File: src/tw_rtc_pkg.sv
package tw_rtc_pkg;

  localparam int CMD_W = 3;
  localparam int ADDR_W = 6;
  localparam int BYTE_W = 8;
  localparam int BIDX_W = 3;
  localparam int BUF_DEPTH = 8;
  localparam int BURST_BYTES_DEF = 8;
  localparam int QUEUE_DEPTH = 2;

  localparam logic [CMD_W-1:0] CMD_TICK = 3'd0;
  localparam logic [CMD_W-1:0] CMD_SINGLE_WR = 3'd1;
  localparam logic [CMD_W-1:0] CMD_SINGLE_RD = 3'd2;
  localparam logic [CMD_W-1:0] CMD_BURST_WR = 3'd3;
  localparam logic [CMD_W-1:0] CMD_BURST_RD = 3'd4;
  localparam logic [CMD_W-1:0] CMD_LOAD = 3'd5;

  localparam logic [1:0] MODE_SW = 2'd0;
  localparam logic [1:0] MODE_SR = 2'd1;
  localparam logic [1:0] MODE_BW = 2'd2;
  localparam logic [1:0] MODE_BR = 2'd3;

  localparam logic [BYTE_W-1:0] CB_SINGLE_BASE = 8'h80;
  localparam logic [BYTE_W-1:0] CB_READ_BIT = 8'h01;
  localparam logic [BYTE_W-1:0] CB_BURST_WR = 8'hBE;
  localparam logic [BYTE_W-1:0] CB_BURST_RD = 8'hBF;

  typedef logic [1:0] kind_t;
  localparam kind_t KIND_TICK = 2'd0;
  localparam kind_t KIND_START = 2'd1;
  localparam kind_t KIND_LOAD = 2'd2;
  localparam kind_t KIND_NOP = 2'd3;

  localparam logic [1:0] PH_IDLE = 2'd0;
  localparam logic [1:0] PH_CMD = 2'd1;
  localparam logic [1:0] PH_DATA = 2'd2;

  typedef struct packed {
    kind_t kind;
    logic [1:0] mode;
    logic [BYTE_W-1:0] cmd_byte;
    logic [BYTE_W-1:0] write_data;
    logic [BIDX_W-1:0] buffer_index;
    logic io_in;
  } q_entry_t;

  typedef struct packed {
    logic chip_enable;
    logic clock_pulse;
    logic io_out;
    logic io_drive;
    logic read_valid;
    logic [BYTE_W-1:0] read_byte;
    logic [BIDX_W-1:0] read_index;
    logic busy_res;
    logic done_res;
    logic start_rejected;
  } res_t;

endpackage

File: src/tw_rtc_in_if.sv
interface tw_rtc_in_if;
  import tw_rtc_pkg::*;

  logic valid;
  logic ready;
  logic [CMD_W-1:0] command;
  logic [ADDR_W-1:0] reg_addr;
  logic [BYTE_W-1:0] write_data;
  logic [BIDX_W-1:0] buffer_index;
  logic io_in;

  modport source (
    output valid, command, reg_addr, write_data, buffer_index, io_in,
    input ready
  );
  modport sink (
    input valid, command, reg_addr, write_data, buffer_index, io_in,
    output ready
  );
endinterface

File: src/tw_rtc_out_if.sv
interface tw_rtc_out_if;
  import tw_rtc_pkg::*;

  logic valid;
  logic ready;
  logic chip_enable;
  logic clock_pulse;
  logic io_out;
  logic io_drive;
  logic read_valid;
  logic [BYTE_W-1:0] read_byte;
  logic [BIDX_W-1:0] read_index;
  logic busy_res;
  logic done_res;
  logic start_rejected;

  modport source (
    output valid, chip_enable, clock_pulse, io_out, io_drive, read_valid, read_byte,
      read_index, busy_res, done_res, start_rejected,
    input ready
  );
  modport sink (
    input valid, chip_enable, clock_pulse, io_out, io_drive, read_valid, read_byte,
      read_index, busy_res, done_res, start_rejected,
    output ready
  );
endinterface

File: src/tw_rtc_front.sv
module tw_rtc_front (
  input  logic                clk,
  input  logic                rst_n,
  tw_rtc_in_if.sink           in_ch,
  output logic                head_valid,
  output tw_rtc_pkg::q_entry_t head,
  input  logic                pop
);
  import tw_rtc_pkg::*;

  localparam int QP_W = $clog2(QUEUE_DEPTH);
  localparam int QC_W = $clog2(QUEUE_DEPTH + 1);

  q_entry_t queue_r [QUEUE_DEPTH];
  logic [QP_W-1:0] wr_ptr_r, wr_ptr_nxt;
  logic [QP_W-1:0] rd_ptr_r, rd_ptr_nxt;
  logic [QC_W-1:0] count_r, count_nxt;
  q_entry_t entry;
  logic push;

  // classify the incoming item
  always_comb begin
    entry = '0;
    entry.write_data = in_ch.write_data;
    entry.buffer_index = in_ch.buffer_index;
    entry.io_in = in_ch.io_in;
    entry.mode = 2'(in_ch.command - CMD_SINGLE_WR);
    unique case (in_ch.command)
      CMD_TICK: entry.kind = KIND_TICK;
      CMD_SINGLE_WR: begin
        entry.kind = KIND_START;
        entry.cmd_byte = CB_SINGLE_BASE | {1'b0, in_ch.reg_addr, 1'b0};
      end
      CMD_SINGLE_RD: begin
        entry.kind = KIND_START;
        entry.cmd_byte = CB_SINGLE_BASE | CB_READ_BIT | {1'b0, in_ch.reg_addr, 1'b0};
      end
      CMD_BURST_WR: begin
        entry.kind = KIND_START;
        entry.cmd_byte = CB_BURST_WR;
      end
      CMD_BURST_RD: begin
        entry.kind = KIND_START;
        entry.cmd_byte = CB_BURST_RD;
      end
      CMD_LOAD: entry.kind = KIND_LOAD;
      default: entry.kind = KIND_NOP;
    endcase
  end

  assign in_ch.ready = (count_r != QC_W'(QUEUE_DEPTH));
  assign push = in_ch.valid && in_ch.ready;
  assign head_valid = (count_r != '0);
  assign head = queue_r[rd_ptr_r];

  always_comb begin
    wr_ptr_nxt = wr_ptr_r;
    rd_ptr_nxt = rd_ptr_r;
    count_nxt = count_r;
    if (push) begin
      wr_ptr_nxt = (wr_ptr_r == QP_W'(QUEUE_DEPTH - 1)) ? '0 : wr_ptr_r + 1'b1;
    end
    if (pop) begin
      rd_ptr_nxt = (rd_ptr_r == QP_W'(QUEUE_DEPTH - 1)) ? '0 : rd_ptr_r + 1'b1;
    end
    priority if (push && !pop) begin
      count_nxt = count_r + 1'b1;
    end else if (pop && !push) begin
      count_nxt = count_r - 1'b1;
    end else begin
      count_nxt = count_r;
    end
  end

  always_ff @(posedge clk) begin
    if (!rst_n) begin
      wr_ptr_r <= '0;
      rd_ptr_r <= '0;
      count_r <= '0;
    end else begin
      wr_ptr_r <= wr_ptr_nxt;
      rd_ptr_r <= rd_ptr_nxt;
      count_r <= count_nxt;
    end
  end

  always_ff @(posedge clk) begin
    if (push) begin
      queue_r[wr_ptr_r] <= entry;
    end
  end

endmodule

File: src/tw_rtc_back.sv
module tw_rtc_back #(
  parameter int BURST_BYTES = tw_rtc_pkg::BURST_BYTES_DEF
) (
  input  logic                 clk,
  input  logic                 rst_n,
  input  logic                 head_valid,
  input  tw_rtc_pkg::q_entry_t head,
  output logic                 pop,
  tw_rtc_out_if.source         out_ch
);
  import tw_rtc_pkg::*;

  localparam int BC_W = $clog2(BURST_BYTES + 1);
  localparam int BI_W = $clog2(BUF_DEPTH);

  logic [1:0] phase_r, phase_nxt;
  logic [1:0] mode_r, mode_nxt;
  logic [BYTE_W-1:0] cmd_shift_r, cmd_shift_nxt;
  logic [BYTE_W-1:0] data_shift_r, data_shift_nxt;
  logic [2:0] bit_count_r, bit_count_nxt;
  logic [BC_W-1:0] byte_count_r, byte_count_nxt;
  logic enable_r, enable_nxt;
  logic [BYTE_W-1:0] single_data_r, single_data_nxt;
  logic [BYTE_W-1:0] burst_buffer_r [BUF_DEPTH];
  logic out_valid_r;
  res_t out_r;

  res_t res;
  logic buf_we;
  logic [BI_W-1:0] rd_idx;
  logic [BYTE_W-1:0] next_byte;
  logic [BYTE_W-1:0] shifted_in;
  logic [BC_W-1:0] byte_inc;
  logic [BC_W-1:0] byte_total;
  logic is_read;

  assign pop = head_valid && (!out_valid_r || out_ch.ready);
  assign is_read = mode_r[0];
  assign byte_inc = byte_count_r + 1'b1;
  assign byte_total = mode_r[1] ? BC_W'(BURST_BYTES) : BC_W'(1);
  assign shifted_in = {head.io_in, data_shift_r[BYTE_W-1:1]};

  // byte to send next: first data byte after the command, or the one after this
  assign rd_idx = (phase_r == PH_CMD) ? '0 : BI_W'(byte_inc);
  always_comb begin
    unique case (mode_r)
      MODE_BW: next_byte = burst_buffer_r[rd_idx];
      MODE_SW: next_byte = single_data_r;
      default: next_byte = '0;
    endcase
  end

  always_comb begin
    phase_nxt = phase_r;
    mode_nxt = mode_r;
    cmd_shift_nxt = cmd_shift_r;
    data_shift_nxt = data_shift_r;
    bit_count_nxt = bit_count_r;
    byte_count_nxt = byte_count_r;
    enable_nxt = enable_r;
    single_data_nxt = single_data_r;
    buf_we = 1'b0;
    res = '0;
    res.chip_enable = enable_r;
    res.io_out = 1'b1;
    if (pop) begin
      unique case (head.kind)
        KIND_START: begin
          if (phase_r != PH_IDLE) begin
            res.start_rejected = 1'b1;
          end else begin
            mode_nxt = head.mode;
            cmd_shift_nxt = head.cmd_byte;
            single_data_nxt = head.write_data;
            data_shift_nxt = '0;
            bit_count_nxt = '0;
            byte_count_nxt = '0;
            enable_nxt = 1'b1;
            phase_nxt = PH_CMD;
            res.chip_enable = 1'b1;
          end
        end
        KIND_LOAD: buf_we = 1'b1;
        KIND_TICK: begin
          if (phase_r != PH_IDLE) begin
            res.clock_pulse = 1'b1;
            bit_count_nxt = bit_count_r + 1'b1;
            if (phase_r == PH_CMD) begin
              res.io_drive = 1'b1;
              res.io_out = cmd_shift_r[0];
              cmd_shift_nxt = cmd_shift_r >> 1;
              if (bit_count_r == 3'd7) begin
                phase_nxt = PH_DATA;
                byte_count_nxt = '0;
                data_shift_nxt = next_byte;
              end
            end else begin
              if (is_read) begin
                data_shift_nxt = shifted_in;
              end else begin
                res.io_drive = 1'b1;
                res.io_out = data_shift_r[0];
                data_shift_nxt = data_shift_r >> 1;
              end
              if (bit_count_r == 3'd7) begin
                if (is_read) begin
                  res.read_valid = 1'b1;
                  res.read_byte = shifted_in;
                  res.read_index = BIDX_W'(byte_count_r);
                end
                if (byte_inc >= byte_total) begin
                  phase_nxt = PH_IDLE;
                  enable_nxt = 1'b0;
                  res.done_res = 1'b1;
                  byte_count_nxt = '0;
                  data_shift_nxt = '0;
                end else begin
                  byte_count_nxt = byte_inc;
                  data_shift_nxt = next_byte;
                end
              end
            end
          end
        end
        default: ;
      endcase
    end
    res.busy_res = (phase_nxt != PH_IDLE);
  end

  always_ff @(posedge clk) begin
    if (!rst_n) begin
      phase_r <= PH_IDLE;
      mode_r <= '0;
      cmd_shift_r <= '0;
      data_shift_r <= '0;
      bit_count_r <= '0;
      byte_count_r <= '0;
      enable_r <= 1'b0;
      single_data_r <= '0;
      out_valid_r <= 1'b0;
    end else begin
      phase_r <= phase_nxt;
      mode_r <= mode_nxt;
      cmd_shift_r <= cmd_shift_nxt;
      data_shift_r <= data_shift_nxt;
      bit_count_r <= bit_count_nxt;
      byte_count_r <= byte_count_nxt;
      enable_r <= enable_nxt;
      single_data_r <= single_data_nxt;
      if (pop) begin
        out_valid_r <= 1'b1;
      end else if (out_ch.ready) begin
        out_valid_r <= 1'b0;
      end
    end
  end

  always_ff @(posedge clk) begin
    if (buf_we) begin
      burst_buffer_r[head.buffer_index] <= head.write_data;
    end
    if (pop) begin
      out_r <= res;
    end
  end

  assign out_ch.valid = out_valid_r;
  assign out_ch.chip_enable = out_r.chip_enable;
  assign out_ch.clock_pulse = out_r.clock_pulse;
  assign out_ch.io_out = out_r.io_out;
  assign out_ch.io_drive = out_r.io_drive;
  assign out_ch.read_valid = out_r.read_valid;
  assign out_ch.read_byte = out_r.read_byte;
  assign out_ch.read_index = out_r.read_index;
  assign out_ch.busy_res = out_r.busy_res;
  assign out_ch.done_res = out_r.done_res;
  assign out_ch.start_rejected = out_r.start_rejected;

endmodule

File: src/three_wire_rtc_serial_master.sv
// three-wire rtc serial master, lsb first
// in_ch carries one item per transfer: a start command (single or burst,
// read or write), a burst buffer load, or a tick that issues one serial
// clock pulse during a transaction. out_ch returns exactly one result
// per item, in order, with the line levels, the read byte and index
// when a byte completes, and the busy, done and start-rejected flags.
// an accepted item sits in a two-entry queue, the back end executes it in
// the next cycle at the earliest and registers its result.
// throughput is one item per cycle, set by the back end which retires one
// queue entry a cycle while its output register is free or being taken.
// when out_ch stalls the output register holds its result, the queue takes
// up to two more transfers and then in_ch.ready drops.
// reset clears the queue and the transaction state; the burst buffer keeps
// its contents and must be loaded before a burst write uses it.
module three_wire_rtc_serial_master #(
  parameter int BURST_BYTES = tw_rtc_pkg::BURST_BYTES_DEF
) (
  input logic        clk,
  input logic        rst_n,
  tw_rtc_in_if.sink   in_ch,
  tw_rtc_out_if.source out_ch
);
  import tw_rtc_pkg::*;

  logic head_valid;
  logic pop;
  q_entry_t head;

  tw_rtc_front u_front (
    .clk        (clk),
    .rst_n      (rst_n),
    .in_ch      (in_ch),
    .head_valid (head_valid),
    .head       (head),
    .pop        (pop)
  );

  tw_rtc_back #(
    .BURST_BYTES (BURST_BYTES)
  ) u_back (
    .clk        (clk),
    .rst_n      (rst_n),
    .head_valid (head_valid),
    .head       (head),
    .pop        (pop),
    .out_ch     (out_ch)
  );

endmodule

File: src/flat_wrapper.sv
// flat-port wrapper written by rule: the top's interface ports become plain ports
module three_wire_rtc_serial_master_flat import tw_rtc_pkg::*;
#(
  parameter int BURST_BYTES = tw_rtc_pkg::BURST_BYTES_DEF
)
  (clk, rst_n, in_ch_valid, in_ch_command, in_ch_reg_addr, in_ch_write_data, in_ch_buffer_index, in_ch_io_in, in_ch_ready, out_ch_valid, out_ch_chip_enable, out_ch_clock_pulse, out_ch_io_out, out_ch_io_drive, out_ch_read_valid, out_ch_read_byte, out_ch_read_index, out_ch_busy_res, out_ch_done_res, out_ch_start_rejected, out_ch_ready);
  tw_rtc_in_if in_ch_i ();
  tw_rtc_out_if out_ch_i ();
  input logic clk;
  input logic rst_n;
  input wire logic [$bits(in_ch_i.valid)-1:0] in_ch_valid;
  input wire logic [$bits(in_ch_i.command)-1:0] in_ch_command;
  input wire logic [$bits(in_ch_i.reg_addr)-1:0] in_ch_reg_addr;
  input wire logic [$bits(in_ch_i.write_data)-1:0] in_ch_write_data;
  input wire logic [$bits(in_ch_i.buffer_index)-1:0] in_ch_buffer_index;
  input wire logic [$bits(in_ch_i.io_in)-1:0] in_ch_io_in;
  output wire logic [$bits(in_ch_i.ready)-1:0] in_ch_ready;
  output wire logic [$bits(out_ch_i.valid)-1:0] out_ch_valid;
  output wire logic [$bits(out_ch_i.chip_enable)-1:0] out_ch_chip_enable;
  output wire logic [$bits(out_ch_i.clock_pulse)-1:0] out_ch_clock_pulse;
  output wire logic [$bits(out_ch_i.io_out)-1:0] out_ch_io_out;
  output wire logic [$bits(out_ch_i.io_drive)-1:0] out_ch_io_drive;
  output wire logic [$bits(out_ch_i.read_valid)-1:0] out_ch_read_valid;
  output wire logic [$bits(out_ch_i.read_byte)-1:0] out_ch_read_byte;
  output wire logic [$bits(out_ch_i.read_index)-1:0] out_ch_read_index;
  output wire logic [$bits(out_ch_i.busy_res)-1:0] out_ch_busy_res;
  output wire logic [$bits(out_ch_i.done_res)-1:0] out_ch_done_res;
  output wire logic [$bits(out_ch_i.start_rejected)-1:0] out_ch_start_rejected;
  input wire logic [$bits(out_ch_i.ready)-1:0] out_ch_ready;
  assign in_ch_i.valid = in_ch_valid;
  assign in_ch_i.command = in_ch_command;
  assign in_ch_i.reg_addr = in_ch_reg_addr;
  assign in_ch_i.write_data = in_ch_write_data;
  assign in_ch_i.buffer_index = in_ch_buffer_index;
  assign in_ch_i.io_in = in_ch_io_in;
  assign in_ch_ready = in_ch_i.ready;
  assign out_ch_valid = out_ch_i.valid;
  assign out_ch_chip_enable = out_ch_i.chip_enable;
  assign out_ch_clock_pulse = out_ch_i.clock_pulse;
  assign out_ch_io_out = out_ch_i.io_out;
  assign out_ch_io_drive = out_ch_i.io_drive;
  assign out_ch_read_valid = out_ch_i.read_valid;
  assign out_ch_read_byte = out_ch_i.read_byte;
  assign out_ch_read_index = out_ch_i.read_index;
  assign out_ch_busy_res = out_ch_i.busy_res;
  assign out_ch_done_res = out_ch_i.done_res;
  assign out_ch_start_rejected = out_ch_i.start_rejected;
  assign out_ch_i.ready = out_ch_ready;
  three_wire_rtc_serial_master #(.BURST_BYTES(BURST_BYTES)) u_core (.clk(clk), .rst_n(rst_n), .in_ch(in_ch_i), .out_ch(out_ch_i));
endmodule
File: config.mk
export PLATFORM = sky130hd
export DESIGN_NAME = three_wire_rtc_serial_master_flat
export DESIGN_NICKNAME = d
export VERILOG_FILES = /design/src/tw_rtc_pkg.sv /design/src/tw_rtc_in_if.sv /design/src/tw_rtc_out_if.sv /design/src/tw_rtc_front.sv /design/src/tw_rtc_back.sv /design/src/three_wire_rtc_serial_master.sv /design/src/flat_wrapper.sv
export SDC_FILE = /design/constraint.sdc
export NUM_CORES = 1
export LEC_CHECK = 0
export ABC_CLOCK_PERIOD_IN_PS = 3700
export BUFFER_PORTS_ARGS = -buffer_cell sky130_fd_sc_hd__buf_4
export CAP_MARGIN = 30
export CORE_MARGIN = 2
export CORE_UTILIZATION = 45
export DETAILED_ROUTE_END_ITERATION = 7
export PLACE_DENSITY = 0.64
export SYNTH_ARGS = -nofsm -noshare
export SYNTH_HDL_FRONTEND = slang
export SYNTH_SLANG_ARGS = --single-unit
export TNS_END_PERCENT = 100
File: constraint.sdc
create_clock -name clk -period 3.7 [get_ports clk]
set_input_delay 0.555 -clock clk [delete_from_list [all_inputs] [get_ports clk]]
set_output_delay 0.555 -clock clk [all_outputs]
set_load 0.01 [all_outputs]
==> flow_summary.yaml, run 1 <==
status:
  status: "complete, no violations"
cells_and_area:
  stdcell_area_um2: 8561
  drive_gt1_share_pct: 17.40
  fin_nets: 683
  antenna-diode-count: 0
  postLayoutCoreUtil_pct: 52.18
  area_growth_pct: 14.90
floorplanning:
  coreArea_um2: 16410
  die_x_um: 132.7
  rows: 47
  die_h_um: 132.7
  start_util_pct: 45.41
  dieArea_um2: 17600
  pin_count: 46
sta:
  grt_setup_unrepaired: "false"
  tightest_slew_ps: 835.5
  skew_ps: 9.764
  period_minus_slack_ps: 2712
  max_freq_mhz: 368.8
  finalSetupViolCount: 0
  fin_tns_setup_ps: 0
  fin_crit_sh_pct: 73.29
  finalMaxSlewViolations: 0
  hold_slack_ps: 301.0
  fin_ws_ps: 988.2
  hold_viol_final: 0
  slew_headroom_pct: 44.30
power_and_ir_drop:
  pwr-share-seq_pct: 46.6
  ir_drop_mv: 0.3882
  switching_share_pct: 31.17
  p_leak_nw: 2.987
  power_density_nw_per_um2: 643.6
  clkPwrFrac_pct: 30.3
  netSwitchingPower_mw: 1.718
  p_comb_share_pct: 23.2
  internal_power_mw: 3.792
routing:
  ant_nets: 0
  drt_pass1_iterations: 5
  drc: 0
  totalWireLength_mm: 15.12
  vias: 4784
  wire_per_inst_um: 17.17
  drt-vias-per-instance: 5.430
  drt_iter0_drc: 443
critical_path:
  crit_arrival_ps: 3030
  max_stage_delay_ps: 840
  worstPathMaxFanout: 24
  cp_top_family: "adder cells"
  crit_chain: "ha_1 -> inv_1 -> and2_1 -> a31oi_1 -> a2111oi_4 -> a32oi_1 -> nand2_1"
  endpoint_kind: "register"
  worst-path-buf-inv: 1
  path_class: "reg -> reg"
  worstPathRequired_ps: 4020
  reg2reg_depth: 7
  crit_path_top_delay_cell: "ha_1"
  worst-path-stages: 7
  start_kind: "register"
logic_synthesis:
  synth.area.mux_share_pct: 6.297
  synth.area.top_cells: "edfxtp_1 53%, dfxtp_1 11%, nor2_1 3.8%"
  synth_edf_count: 131
  synth_top_cells_by_count: "131 x edfxtp_1, 76 x nor2_1, 43 x nand2_1"
  synth_top_area_share_pct: 52.80
  synth_top_area_cell: "edfxtp_1"
  synth-compound-area-share_pct: 11.28
  synth_area_um2: 7451
  syn_inst: 605
  synth_ff_type: "edfxtp_1"
  synth_nets: 640
  synth-seq-area-share_pct: 64.08
  async_reset_ff_share_pct: 0
  yosysMostFrequentCell: "edfxtp_1"
  synth-warning-count: 0
  synthSimpleGateAreaFrac_pct: 13.22
  synth_top_family_by_area: "simple AND/OR/NAND/NOR gates"
  synth_seq_cells: 173
  synth.avg_cell_area_um2: 12.32
  synthDistinctLibCells: 60
  synthXorXnorAreaFrac_pct: 0.8060
  synthAdderAreaFrac_pct: 1.679
clock_tree:
  cts_hold_buf: 0
  cts-root-buf: "clkbuf_16"
  cts_tree: "built"
  cts-buffers-inserted: 17
  clock_sinks: 173
  cts_resized: 0
  post_cts_buffers: 0
  insertion_delay_ps: 440
  clk_pin_slew_ps: 70
  htreeDepth: 4
  clk_path_buf_depth: 2
place:
  gp_congestion: 0.8207
  dp_slack_ps: 1023
  dp_hpwl_mm: 10.47
  io_buffers: 45
  dpl_cell_area_um2: 8005
worst_hold_path:
  min_path_type: "in -> reg"
  holdPathStages: 1
grt:
  grt_pass1_vias: 4565
  antenna_found_initial: 0
  gr-usage-all-layers_pct: 17.96
  grt_pass1_wl_mm: 24.21
  grt_overflow: 0
  grt_max_degree: 49
run:
  drv_cap: 0
==> logic make-up (layout without fill, tap and decap cells) <==
family	count (synthesis)	in the layout
AND/OR/NAND/NOR	205	205
flip-flops	173	173
AO/OA/AOI/OAI	123	123
buffers and inverters	47	103
multiplexers	41	41
adder cells (fa/ha/maj)	10	10
XOR/XNOR	6	6
==> flip-flops by register name, summed over array words and instances (netlist names), 2 cells and up, named ones only <==
| name | cells |
|---|---|
| u_core.u_back.burst_buffer_r | 64 |
| u_core.u_front.queue_r | 48 |
| u_core.u_back.cmd_shift_r | 8 |
| u_core.u_back.data_shift_r | 8 |
| u_core.u_back.out_ch.read_byte | 8 |
| u_core.u_back.single_data_r | 8 |
| u_core.u_back.byte_count_r | 4 |
| u_core.u_back.bit_count_r | 3 |
| u_core.u_back.out_ch.read_index | 3 |
| u_core.u_back.mode_r | 2 |
| u_core.u_back.phase_r | 2 |
| u_core.u_front.count_r | 2 |
==> routing by layer <==
metal / wire length (um) / global-route usage, %
met1: 7290 / 25.32
met2: 6876 / 27.00
met3: 662 / 4.291
met4: 294 / 7.049
met5: 0 / 0
==> worst paths after layout <==
| check | startpoint | to | slack (ps) |
|---|---|---|---|
| worst min-delay path | in_ch_io_in | u_core.u_front.queue_r[0][0] | 300 |
| worst min register to register | u_core.u_back.single_data_r[6] | u_core.u_back.single_data_r[6] | 480 |
| worst max register to register | u_core.u_back.byte_count_r[1] | u_core.u_back.data_shift_r[5] | 990 |
| worst max-delay path | u_core.u_back.byte_count_r[1] | u_core.u_back.data_shift_r[5] | 990 |
==> power by group through the flow <==
stage	combinational, mW	clock [mW]	sequential, mW
finish	1.28	1.67	2.57
global route	1.40	1.78	2.59
CTS	1.28	1.70	2.57
detailed placement	1.28	0	2.61
global placement	1.24	0	2.60
floorplan	0.816	0	2.62
==> area by class of cell <==
class	instances	area, um^2
inverter	18	67.56
clock buffer	17	425.4
sequential	173	4775
clock inverter	15	130.1
timing repair buffer	53	405.4
tap	220	275.3
fill	1411	7846
multi-input combinational	385	2482
==> cell usage in the layout (no fill, tap or decap), types with 13 or more instances in the layout <==
cell type  Yosys  final
inv_1         17     17
buf_4          0     52
nor2_1        76     75
clkbuf_16      0     17
nand2b_1      16     16
nand3_1       15     15
edfxtp_1     131    131
mux2i_1       24     24
o21ai_0       22     22
mux2_2        13     13
and2_1        13     13
dfxtp_1       42     42
nand2_1       43     43
a21oi_1       35     35
==> worst reg2reg max path: stages (launching register included) <==
cell and delay, ps:
dfxtp_1 330, ha_1 840, inv_1 300, and2_1 250, a31oi_1 360, a2111oi_4 180, a32oi_1 270, nand2_1 70
==> metrics by stage <==
step	std cells	power, mW
floorplan	605	3.435
global placement	848	3.840
detailed placement	849	3.883
CTS	881	5.544
global route	881	5.767
finish	881	5.510
Power figures use the tool's default switching activity.
==> run 2, diff against run 1 <==
--- a/config.mk
+++ b/config.mk
@@ -5,7 +5,7 @@
 export SDC_FILE = /design/constraint.sdc
 export NUM_CORES = 1
 export LEC_CHECK = 0
-export ABC_CLOCK_PERIOD_IN_PS = 3700
+export ABC_CLOCK_PERIOD_IN_PS = 2500
 export BUFFER_PORTS_ARGS = -buffer_cell sky130_fd_sc_hd__buf_4
 export CAP_MARGIN = 30
 export CORE_MARGIN = 2
==> constraint.sdc (replaced) <==
create_clock -name clk -period 2.5 [get_ports clk]
set_input_delay 0.375 -clock clk [delete_from_list [all_inputs] [get_ports clk]]
set_output_delay 0.375 -clock clk [all_outputs]
set_load 0.01 [all_outputs]
==> flow_summary.yaml, run 2 (synthesized netlist as in run 1, its figures left out) <==
critical_path:
  worst-path-stages: 7
  reg2reg_depth: 7
  path_class: "reg -> reg"
  crit_arrival_ps: 2630
  max_stage_delay_ps: 520
  reg2reg_from: "u_core.u_back.byte_count_r[0]"
  worstPathRequired_ps: 2860
  crit_chain: "ha_1 -> xnor2_2 -> and2_1 -> a31oi_1 -> a2111oi_4 -> o211ai_1 -> nand2_1"
  cp_top_family: "compound AO/OA/AOI/OAI gates"
  worstPathMaxFanout: 7
  startpoint: "u_core.u_back.byte_count_r[0]"
  crit_path_top_delay_cell: "a2111oi_4"
  endpoint_kind: "register"
  worst-path-buf-inv: 0
  start_kind: "register"
clock_tree:
  cts-buffers-inserted: 17
  clock_sinks: 173
  htreeDepth: 4
  cts-root-buf: "clkbuf_16"
  clk_path_buf_depth: 2
  clk_pin_slew_ps: 60
  cts_resized: 0
  cts_tree: "built"
  insertion_delay_ps: 430
cells_and_area:
  multi_input_comb_area_um2: 2482
  layout_commonest_cell: "edfxtp_1"
  drive_gt1_share_pct: 19.05
  largest_register_ffs: 64
  fin_nets: 699
  area_growth_pct: 16.68
  reg.largest.list: "u_core.u_back.burst_buffer_r: 64 flops, u_core.u_front.queue_r: 48 flops"
  antenna-diode-count: 0
  seqCellArea_um2: 4775
  fillers: 1391
  max_flop_register: "u_core.u_back.burst_buffer_r"
  layout_common_cells: "131 x edfxtp_1, 75 x nor2_1, 69 x buf_4"
floorplanning:
  pin_count: 46
  start_util_pct: 45.41
  dieArea_um2: 17600
  coreArea_um2: 16410
  die_h_um: 132.7
  die_x_um: 132.7
  rows: 47
sta:
  fin_tns_setup_ps: 0
  hold_viol_final: 0
  max_freq_mhz: 440.7
  grt_setup_unrepaired: "false"
  slew_headroom_pct: 51.56
  period_minus_slack_ps: 2269
  skew_ps: 7.464
  fin_crit_sh_pct: 90.76
  finalSetupViolCount: 0
  tightest_slew_ps: 725.5
  finalMaxSlewViolations: 0
routing:
  drt_pass1_iterations: 5
  drc: 0
  drt-vias-per-instance: 5.360
  wire_per_inst_um: 16.21
  ant_nets: 0
  drt_iter0_drc: 333
  vias: 4808
  totalWireLength_mm: 14.54
worst_hold_path:
  hp-start: "in_ch_io_in"
  min_path_type: "in -> reg"
  holdPathStages: 1
run:
  drv_cap: 0
place:
  io_buffers: 45
  gp_congestion: 0.8268
  dp_hpwl_mm: 10.21
grt:
  grt_pass1_vias: 4605
  grt_overflow: 0
  gr-usage-all-layers_pct: 17.21
  grt_max_degree: 44
  grt_pass1_wl_mm: 23.54
  antenna_found_initial: 0
power_and_ir_drop:
  power_density_nw_per_um2: 946.5
  p_leak_nw: 3.075
  power.total_mw: 8.228
  ir_drop_mv: 0.5309
status:
  status: "complete, no violations"
[run 2: cell types whose count changed in the layout (fill, tap and decap cells not counted), moves of 2 or more]
| cell | before | now |
|---|---|---|
| bufinv_16 | 0 | 2 |
| inv_6 | 5 | 3 |
| clkbuf_1 | 0 | 3 |
| inv_8 | 2 | 0 |
| buf_4 | 52 | 69 |
[run 2: layout make-up]
| type | instances | area share, % |
|---|---|---|
| inverter | 18 | 0.7772 |
| clock inverter | 12 | 1.598 |
| sequential | 173 | 54.92 |
| tap | 220 | 3.166 |
| multi-input combinational | 385 | 28.55 |
| timing repair buffer | 69 | 5.959 |
| clock buffer | 20 | 5.023 |
[run 2: metal layers]
layer | track usage [%] | routed length (um) | part of all wire, %
met1 | 23.78 | 6885 | 47
met2 | 27.00 | 6732 | 46
met3 | 3.678 | 703 | 4.8
met4 | 6.213 | 221 | 1.5
met5 | 0 | 0 | 0
[run 2: report_power, final]
group | switching (mW) | internal, mW
Combinational | 1.18 | 0.692
Clock | 1.07 | 1.48
Sequential | 0.164 | 3.64
Total | 2.41 | 5.82
[run 2: metrics by stage]
stage	utilization, %	hold slack [ps]	worst slack (ps)	instance area, um^2	cells
6_report	52.99	132.8	231.0	8693	897
3_5_place_dp	49.48	469.4	239.9	8118	865
5_1_grt	52.99	114.4	44.54	8693	897
2_1_floorplan	-	440.9	143.9	7451	605
4_1_cts	52.99	118.9	221.9	8693	897
3_3_place_gp	49.48	464.6	362.8	8118	865
[run 2: path summary, 6_finish.rpt]
path | end | slack [ps]
setup / recovery | u_core.u_back.data_shift_r[1] | 230
hold / removal | u_core.u_front.queue_r[1][0] | 130
setup reg to reg | u_core.u_back.data_shift_r[1] | 230
hold reg to reg | u_core.u_back.single_data_r[1] | 480
[run 2: timing repair]
| action | 4_1_cts | 5_1_grt |
|---|---|---|
| hold buffers | 0 | 0 |
| setup endpoints to repair | 0 | 1 |
| buffers inserted | 0 | 0 |
[run 2: worst register-to-register path, cell delays in order (launching register included)]
cell       delay (ps)
dfxtp_1           370
ha_1              280
xnor2_2           350
and2_1            240
a31oi_1           160
a2111oi_4         520
o211ai_1          180
nand2_1           100
==> run 3, diff against run 2 <==
--- a/config.mk
+++ b/config.mk
@@ -14,5 +14,6 @@
 export PLACE_DENSITY = 0.64
 export SYNTH_ARGS = -nofsm -noshare
 export SYNTH_HDL_FRONTEND = slang
+export SYNTH_HIERARCHICAL = 1
 export SYNTH_SLANG_ARGS = --single-unit
 export TNS_END_PERCENT = 100
==> flow_summary.yaml, run 3 <==
status:
  status: "complete, no violations"
logic_synthesis:
  synth_area_um2: 7393
  synth.avg_cell_area_um2: 12.93
  synth-seq-area-share_pct: 64.58
  synth_ff_type: "edfxtp_1"
  synth_top_area_cell: "edfxtp_1"
  synth_nets: 607
  synth_seq_cells: 173
  synth_edf_count: 131
  synth-warning-count: 6
  synth_top_cells_by_count: "131 x edfxtp_1, 47 x a21oi_1, 43 x nand2_1"
  synthDistinctLibCells: 63
  synth_top_area_share_pct: 53.21
  syn_inst: 572
  synth.area.top_cells: "edfxtp_1 53%, dfxtp_1 11%, mux2_2 6.1%"
  async_reset_ff_share_pct: 0
  yosysMostFrequentCell: "edfxtp_1"
grt:
  antenna_found_initial: 0
  grt_overflow: 0
  grt_max_degree: 48
  grt_pass1_wl_mm: 24.83
  grt_pass1_vias: 4575
  gr-usage-all-layers_pct: 18.41
sta:
  period_minus_slack_ps: 2265
  hold_slack_ps: 139.3
  fin_ws_ps: 234.9
  tightest_slew_ps: 597.1
  finalMaxSlewViolations: 0
  hold_viol_final: 0
  max_freq_mhz: 441.5
  fin_tns_setup_ps: 0
  slew_headroom_pct: 59.97
  skew_ps: 7.727
  grt_setup_unrepaired: "false"
  finalSetupViolCount: 0
  fin_crit_sh_pct: 90.60
critical_path:
  cp_top_family: "compound AO/OA/AOI/OAI gates"
  crit_chain: "nand2b_1 -> buf_4 -> a21oi_2 -> o221ai_1 -> o211ai_1 -> a32o_1"
  startpoint: "u_core/u_back/phase_r[0]"
  max_stage_delay_ps: 620
  endpoint_kind: "register"
  worst-path-buf-inv: 1
  start_kind: "register"
  crit_path_top_delay_cell: "dfxtp_1"
  worstPathRequired_ps: 2860
  reg2reg_from: "u_core/u_back/phase_r[0]"
  worstPathMaxFanout: 17
  crit_arrival_ps: 2620
  path_class: "reg -> reg"
cells_and_area:
  finalNonFillerCells: 859
  reg.largest.list: "u_core/u_back/burst_buffer_r: 64 flops, u_core/u_front/queue_r: 48 flops"
  stdcell_area_um2: 8613
  fin_nets: 665
  area_growth_pct: 16.50
  layout_commonest_cell: "edfxtp_1"
  largest_register_ffs: 64
  max_flop_register: "u_core/u_back/burst_buffer_r"
  fillers: 1396
  antenna-diode-count: 0
  layout_common_cells: "131 x edfxtp_1, 70 x buf_4, 47 x a21oi_1"
  drive_gt1_share_pct: 23.95
  postLayoutCoreUtil_pct: 53.83
power_and_ir_drop:
  power.total_mw: 8.406
  p_leak_nw: 2.981
  ir_drop_mv: 0.5109
  power_density_nw_per_um2: 976.0
place:
  io_buffers: 45
  dp_hpwl_mm: 10.42
  dpl_cell_area_um2: 8044
  gp_congestion: 0.8505
  dp_cells: 827
  dp_slack_ps: 279.9
routing:
  totalWireLength_mm: 15.47
  drt_pass1_iterations: 5
  wire_per_inst_um: 18.01
  ant_nets: 0
  drt_iter0_drc: 345
  vias: 4696
  drt-vias-per-instance: 5.467
  drc: 0
clock_tree:
  clk_path_buf_depth: 2
  cts-buffers-inserted: 17
  cts-root-buf: "clkbuf_16"
  post_cts_buffers: 0
  clk_pin_slew_ps: 60
  cts_tree: "built"
  cts_resized: 0
  clock_sinks: 173
  cts_hold_buf: 0
  htreeDepth: 4
  insertion_delay_ps: 420
floorplanning:
  dieArea_um2: 17470
  start_util_pct: 46.21
  rows: 46
  die_h_um: 132.2
  die_x_um: 132.2
  pin_count: 46
  coreArea_um2: 16000
worst_hold_path:
  hp-start: "in_ch_write_data[7]"
  min_path_type: "in -> reg"
run:
  drv_cap: 0
run 3: where the power goes:
group          leakage, nW  internal, mW  switching (mW)
sequential            1.55          3.62           0.152
clock                0.262          1.49            1.05
combinational         1.17         0.809            1.29
run 3: area by class of cell:
cell class	count	area [um^2]	area share, %
Sequential cell	173	4775	55.43
Inverter	15	56.30	0.6537
Clock inverter	11	118.9	1.380
Tap cell	216	270.3	3.138
Clock buffer	21	450.4	5.230
Timing Repair Buffer	70	525.5	6.101
Multi-Input combinational cell	353	2417	28.07
run 3: path summary, 6_finish.rpt:
kind | cells past startpoint | endpoint | slack, ps
max | 6 | u_core/u_back/data_shift_r[2] | 230
min | 1 | u_core/u_front/queue_r[0][11] | 140
max reg2reg | 6 | u_core/u_back/data_shift_r[2] | 230
min reg2reg | 2 | u_core/u_back/single_data_r[4] | 460
run 3: cells by family (layout without fill, tap and decap cells):
kind of cell | after synthesis | count (layout) | synth area share [%]
simple gates | 179 | 179 | 12.68
flops | 173 | 173 | 64.58
compound gates | 116 | 116 | 11.10
buf+inv | 46 | 117 | 2.792
mux | 41 | 41 | 6.228
fa+ha+maj | 10 | 10 | 1.692
xor+xnor | 7 | 7 | 0.9310
run 3: per-layer routing:
layer / routed length, um / up-vias / global-route usage [%]
li1: - / 2255 / -
met1: 7147 / 2293 / 25.17
met2: 7333 / 127 / 29.48
met3: 722 / 21 / 3.460
met4: 268 / 0 / 6.750
met5: 0 / - / 0
